$ cat src/rtl/gcd_pkg.sv
// shared constants and controller/datapath interface types for the gcd unit
package gcd_pkg;

	localparam int OPERAND_WIDTH = 32;
	localparam int DIVISOR_WIDTH = OPERAND_WIDTH - 1;
	localparam int SHIFT_WIDTH   = $clog2(DIVISOR_WIDTH);

	typedef struct packed {
		logic load;
		logic step;
		logic capture;
	} gcd_cmd_t;

	typedef struct packed {
		logic equal;
	} gcd_status_t;

endpackage

$ cat src/rtl/gcd_ctrl.sv
// controller state machine and output beat tracking for the gcd unit
module gcd_ctrl
	import gcd_pkg::*;
(
	input  logic        clk,
	input  logic        arst_n,
	input  logic        in_valid,
	output logic        in_ready,
	output logic        out_valid,
	input  logic        out_ready,
	input  gcd_status_t status,
	output gcd_cmd_t    cmd
);

	typedef enum logic [2:0] {
		S_IDLE = 3'b001,
		S_RUN  = 3'b010,
		S_DONE = 3'b100
	} state_t;

	state_t state_q;
	state_t state_next;
	logic   out_valid_q;
	logic   out_free;

	assign out_free  = !out_valid_q || out_ready;
	assign in_ready  = (state_q == S_IDLE);
	assign out_valid = out_valid_q;

	always_comb begin
		state_next  = state_q;
		cmd.load    = 1'b0;
		cmd.step    = 1'b0;
		cmd.capture = 1'b0;
		unique case (state_q)
			S_IDLE: begin
				if (in_valid) begin
					cmd.load   = 1'b1;
					state_next = S_RUN;
				end
			end
			S_RUN: begin
				if (status.equal) begin
					state_next = S_DONE;
				end else begin
					cmd.step = 1'b1;
				end
			end
			S_DONE: begin
				if (out_free) begin
					cmd.capture = 1'b1;
					state_next  = S_IDLE;
				end
			end
			default: begin
				state_next = S_IDLE;
			end
		endcase
	end

	always_ff @(posedge clk or negedge arst_n) begin
		if (!arst_n) begin
			state_q     <= S_IDLE;
			out_valid_q <= 1'b0;
		end else begin
			state_q <= state_next;
			if (cmd.capture) begin
				out_valid_q <= 1'b1;
			end else if (out_ready) begin
				out_valid_q <= 1'b0;
			end
		end
	end

endmodule

$ cat src/rtl/gcd_dp.sv
// binary gcd datapath: operand registers, shift count and result register
module gcd_dp
	import gcd_pkg::*;
(
	input  logic                            clk,
	input  logic signed [OPERAND_WIDTH-1:0] first_operand,
	input  logic signed [OPERAND_WIDTH-1:0] second_operand,
	input  gcd_cmd_t                        cmd,
	output gcd_status_t                     status,
	output logic        [DIVISOR_WIDTH-1:0] divisor
);

	logic [DIVISOR_WIDTH-1:0] x_q;
	logic [DIVISOR_WIDTH-1:0] y_q;
	logic [SHIFT_WIDTH-1:0]   shift_q;
	logic [DIVISOR_WIDTH-1:0] divisor_q;
	logic [DIVISOR_WIDTH:0]   x_minus_y;
	logic [DIVISOR_WIDTH-1:0] y_minus_x;
	logic                     x_greater;
	logic                     both_positive;

	// positive means nonzero with a clear sign bit
	assign both_positive = (first_operand > 0) && (second_operand > 0);

	assign x_minus_y    = {1'b0, x_q} - {1'b0, y_q};
	assign y_minus_x    = y_q - x_q;
	assign x_greater    = !x_minus_y[DIVISOR_WIDTH] && (x_q != y_q);
	assign status.equal = (x_q == y_q);
	assign divisor      = divisor_q;

	always_ff @(posedge clk) begin
		if (cmd.load) begin
			shift_q <= '0;
			if (both_positive) begin
				x_q <= first_operand[DIVISOR_WIDTH-1:0];
				y_q <= second_operand[DIVISOR_WIDTH-1:0];
			end else begin
				x_q <= DIVISOR_WIDTH'(1);
				y_q <= DIVISOR_WIDTH'(1);
			end
		end else if (cmd.step) begin
			case ({x_q[0], y_q[0]})
				2'b00: begin
					x_q     <= x_q >> 1;
					y_q     <= y_q >> 1;
					shift_q <= shift_q + SHIFT_WIDTH'(1);
				end
				2'b01: begin
					x_q <= x_q >> 1;
				end
				2'b10: begin
					y_q <= y_q >> 1;
				end
				default: begin
					// both odd: the larger takes the difference
					if (x_greater) begin
						x_q <= x_minus_y[DIVISOR_WIDTH-1:0];
					end else begin
						y_q <= y_minus_x;
					end
				end
			endcase
		end
		if (cmd.capture) begin
			divisor_q <= x_q << shift_q;
		end
	end

endmodule

$ cat src/rtl/greatest_common_divisor_unit.sv
// greatest common divisor unit: top level joining controller and datapath
//
// input channel: in_valid/in_ready with first_operand and second_operand,
// two signed 32-bit values. output channel: out_valid/out_ready with
// divisor, 31 bits unsigned. one result beat for every input beat.
// the result is the gcd when both operands are positive, else 1.
// an input beat is taken only while the controller is idle; it is loaded,
// then the binary gcd loop does one shift or one subtract per cycle until
// both working values match, then the output register is written. the
// loop's step count, which grows with the operand width, sets the time
// that an item takes; a new item is taken only after the last is written.
// the output register holds a finished result while the next item is
// already accepted and worked on; a stalled receiver holds the block only
// once a second result is ready to be written.
// asynchronous reset clears the controller and the output valid; nothing
// is kept between items.
module greatest_common_divisor_unit
	import gcd_pkg::*;
(
	input  logic                            clk,
	input  logic                            arst_n,
	input  logic                            in_valid,
	output logic                            in_ready,
	input  logic signed [OPERAND_WIDTH-1:0] first_operand,
	input  logic signed [OPERAND_WIDTH-1:0] second_operand,
	output logic                            out_valid,
	input  logic                            out_ready,
	output logic        [DIVISOR_WIDTH-1:0] divisor
);

	gcd_cmd_t    cmd;
	gcd_status_t status;

	gcd_ctrl u_ctrl (
		.clk      (clk),
		.arst_n   (arst_n),
		.in_valid (in_valid),
		.in_ready (in_ready),
		.out_valid(out_valid),
		.out_ready(out_ready),
		.status   (status),
		.cmd      (cmd)
	);

	gcd_dp u_dp (
		.clk           (clk),
		.first_operand (first_operand),
		.second_operand(second_operand),
		.cmd           (cmd),
		.status        (status),
		.divisor       (divisor)
	);

	// one command at a time
	a_cmd_exclusive: assert property (@(posedge clk) disable iff (!arst_n)
		$onehot0({cmd.load, cmd.step, cmd.capture}))
		else $error("more than one datapath command at once");

	// a result is written only once the loop has converged
	a_capture_converged: assert property (@(posedge clk) disable iff (!arst_n)
		cmd.capture |-> status.equal)
		else $error("result captured before convergence");

	// no new beat right after one was taken
	a_busy_after_accept: assert property (@(posedge clk) disable iff (!arst_n)
		(in_valid && in_ready) |=> !in_ready)
		else $error("input taken while busy");

	// a result is never zero
	a_divisor_nonzero: assert property (@(posedge clk) disable iff (!arst_n)
		out_valid |-> (divisor != '0))
		else $error("zero divisor delivered");

endmodule
$ cat config.mk
export PLATFORM = sky130hd
export DESIGN_NAME = greatest_common_divisor_unit
export DESIGN_NICKNAME = d
export VERILOG_FILES = /design/src/rtl/gcd_pkg.sv /design/src/rtl/gcd_ctrl.sv /design/src/rtl/gcd_dp.sv /design/src/rtl/greatest_common_divisor_unit.sv
export SDC_FILE = /design/constraint.sdc
export NUM_CORES = 1
export LEC_CHECK = 0
export ABC_AREA = 1
export BUFFER_PORTS_ARGS = -buffer_cell sky130_fd_sc_hd__clkbuf_2
export CORE_UTILIZATION = 56
export DETAILED_ROUTE_END_ITERATION = 12
export PLACE_DENSITY_LB_ADDON = 0.05
export SYNTH_ARGS = -nofsm -noshare
export SYNTH_HDL_FRONTEND = slang
export SYNTH_SLANG_ARGS = --single-unit
$ cat constraint.sdc
create_clock -name clk -period 3.23 [get_ports clk]
set_input_delay 0.646 -clock clk [delete_from_list [all_inputs] [get_ports clk]]
set_output_delay 0.646 -clock clk [all_outputs]
set_load 0.01 [all_outputs]
==> impl_metrics.csv <==
group,metric,value,unit
run_status,status,"completed",
clock_network,post_cts_resize_count,0,
min_path,hold_class,"input port to asynchronous set/reset pin",
drt,vias,11360,
die,io_pins,101,
synthesis,synth_area_leader_cell,"edfxtp_1",
synthesis,synth_top_family_by_area,"simple AND/OR/NAND/NOR gates",
placed_design,place_hpwl,29.42,mm
drt,routed_via_density,5.587,
die,start_util,0.5754,
synthesis,synth_compound_area_frac,0.1263,
timing,timing.fmax,354.4,MHz
timing,hold_viol_final,0,
clock_network,cts_setup_buffers,0,
synthesis,synth.top_cell.area_share,0.2577,
flow_run,maxCapViolCount,0,
global_routing,overflow,0,
global_routing,grt_pass1_wl,56.52,mm
synthesis,synthAdderAreaFrac,0.07644,
die,die_w,141.1,um
layout,synthToLayoutAreaGrowth,8.106,%
synthesis,muxShareOfSynthArea,0.01109,
critical_path,worst-path-max-fanout,31,
clock_network,clock_sinks,102,
synthesis,synth-simple-area-share,0.3613,
clock_network,cts-root-buf,"clkbuf_16",
drt,first_pass_iters,6,
global_routing,grt_start_max_net_pins,62,
critical_path,r2r.worst_path.cells,11,
die,core.rowCount,50,
timing,final-setup-viol-count,0,
synthesis,syn_nets,1842,
drt,drt-wirelength-per-cell,18.07,um
global_routing,first_global_vias,10290,
critical_path,crit_type,"register to register",
drt,drtIter0Drc,1053,
synthesis,yosys.cell_count.top_type,"nand2_1",
die,coreArea,18830,um2
timing,max-slew-margin-rel,0.3132,
timing,post-route-min-period,2.822,ns
die,dieArea,19910,um2
timing,rsz0062_at_grt,"no",
die,die_h,141.1,um
synthesis,syn_area,10840,um2
clock_network,cts_buffers,9,
synthesis,netlist-cell-type-count,45,
layout,multiInputGateArea,6467,um2
critical_path,reg2reg_slack,0.41,ns
synthesis,synth_xor_area_frac,0.02021,
synthesis,synth_area_leaders,"edfxtp_1, nand2_1, inv_1, ha_1, nand3_1",
synthesis,ys_seq_area_frac,0.2763,
synthesis,synth_common_cells,"nand2_1, inv_1, nand3_1",
timing,worst_pin_slew,1.021,ns
synthesis,async_flop_share,0.03922,
placed_design,routabilityCongestion,1.015,
synthesis,synthCells,1709,
global_routing,grt_usage,0.3789,
clock_network,cts-root-to-sink-buffers,2,
drt,wl,36.73,mm
synthesis,synth_ff_type,"edfxtp_1",
global_routing,antenna_found_initial,1,
critical_path,required,3.34,ns
synthesis,yosys_warnings,0,
critical_path,arrival,2.93,ns
clock_network,clkSlewWorstSetupHoldPaths,0.09,ns
placed_design,port_buffers,100,
synthesis,synth-edff-count,93,
critical_path,start_kind,"register",
layout,seq_area,2995,um2
synthesis,avgSynthCellArea,6.340,um2
timing,fin_crit_sh,0.8736,
drt,route.detailed.drc,0,
layout,layout.nets,1900,
timing,fin_setup_tns,0,ns
clock_network,cts.htree.levels,3,
critical_path,crit_path_end_kind,"register",
timing,final_max_slew_viol_count,0,
layout,drive_gt1_frac,0.1129,
drt,ant_nets,0,
clock_network,clock_latency,0.38,ns
clock_network,cts_tree,"yes",
layout,nFillCells,1863,
synthesis,ys_ff_latch,102,
timing,finalClockSkew,0.01800,ns
clock_network,cts_hold_buf,0,
-- cells in the final DEF, fill, tap and decap left out, types with 7 or more instances in the layout --
master     Yosys  final
clkbuf_2       0    100
o21bai_1      10     10
buf_4         13     21
edfxtp_1      93     93
nor3_1         9      9
nand2_1      580    580
o21ai_0       94     94
inv_2          9      9
a21oi_1       97     96
inv_1        243    243
o211ai_1      12     12
nand3_1      156    156
nand4_1       14     14
clkbuf_16      0      9
nor4_1         7      7
nor2_1       102    100
ha_1          63     63
mux2i_1       12     12
o21ai_1       34     34
xor2_1        20     20
nand2_2       16     16
nor2_2        18     20
-- critical path, stage by stage, from the launching register on --
cell and delay [ns]:
edfxtp_1 0.47, ha_1 0.49, nand2_2 0.12, nor2_2 0.23
nand4_1 0.20, nor2_2 0.14, nand3_2 0.17, nand2_1 0.16
nand2_1 0.11, o21ai_0 0.18, a21oi_4 0.06, buf_12 0.20
-- through the flow --
stage,util,instances,hold slack (ns),instance area (um2),setup WS [ns]
6_report,0.6221,2033,0.06354,11710,0.4082
5_1_grt,0.6219,2032,0.06338,11710,0.3022
4_1_cts,0.6219,2032,0.06110,11710,0.4306
3_5_place_dp,0.6060,2016,0.4620,11410,0.3095
3_3_place_gp,0.6060,2016,0.4552,11410,0.3187
2_1_floorplan,-,1709,0.3504,10840,0.3459
-- sequential cells by signal, indices dropped and copies added, names as in the netlist --
register and flops:
u_ctrl.state_q 3, u_ctrl.out_valid 1, u_dp.divisor 31, u_dp.x_q 31, u_dp.y_q 31, u_dp.shift_q 5
-- routing by layer --
layer  share of wire  GRT usage  up-vias  wire length [um]
li1                -          -     5610                 -
met1            0.43     0.5091     5116             15950
met2            0.45     0.6209      559             16500
met3           0.085    0.05129       73              3115
met4           0.032     0.1384        0              1163
met5               0          0        -                 0
-- layout make-up --
type	instances	area share
Antenna cell	1	0.0002136
Clock buffer	9	0.01923
Clock inverter	7	0.006302
Inverter	252	0.08075
Multi-Input combinational cell	1280	0.5521
Sequential cell	102	0.2557
Tap cell	260	0.02777
Timing Repair Buffer	122	0.05789
-- cell families (layout without fill, tap and decap cells) --
kind of cell	Yosys count	after routing
AND/OR/NAND/NOR	921	921
flip-flops	102	102
other	0	1
adder cells (fa/ha/maj)	65	65
multiplexers	12	12
AO/OA/AOI/OAI	257	257
buffers and inverters	327	390
XOR/XNOR	25	25
-- worst paths after layout --
kind / from / end
setup / recovery: u_dp.x_q[7] / u_dp.x_q[14]
hold / removal: arst_n / u_ctrl.state_q[2]
setup reg to reg: u_dp.x_q[7] / u_dp.x_q[14]
hold reg to reg: u_ctrl.state_q[1] / u_ctrl.state_q[0]
max in group asynchronous: arst_n / u_ctrl.state_q[0]
min in group clk: in_valid / u_ctrl.state_q[0]
Power is not shown: default switching activity piles up to over one toggle a cycle in this logic, so the estimate is an artifact.
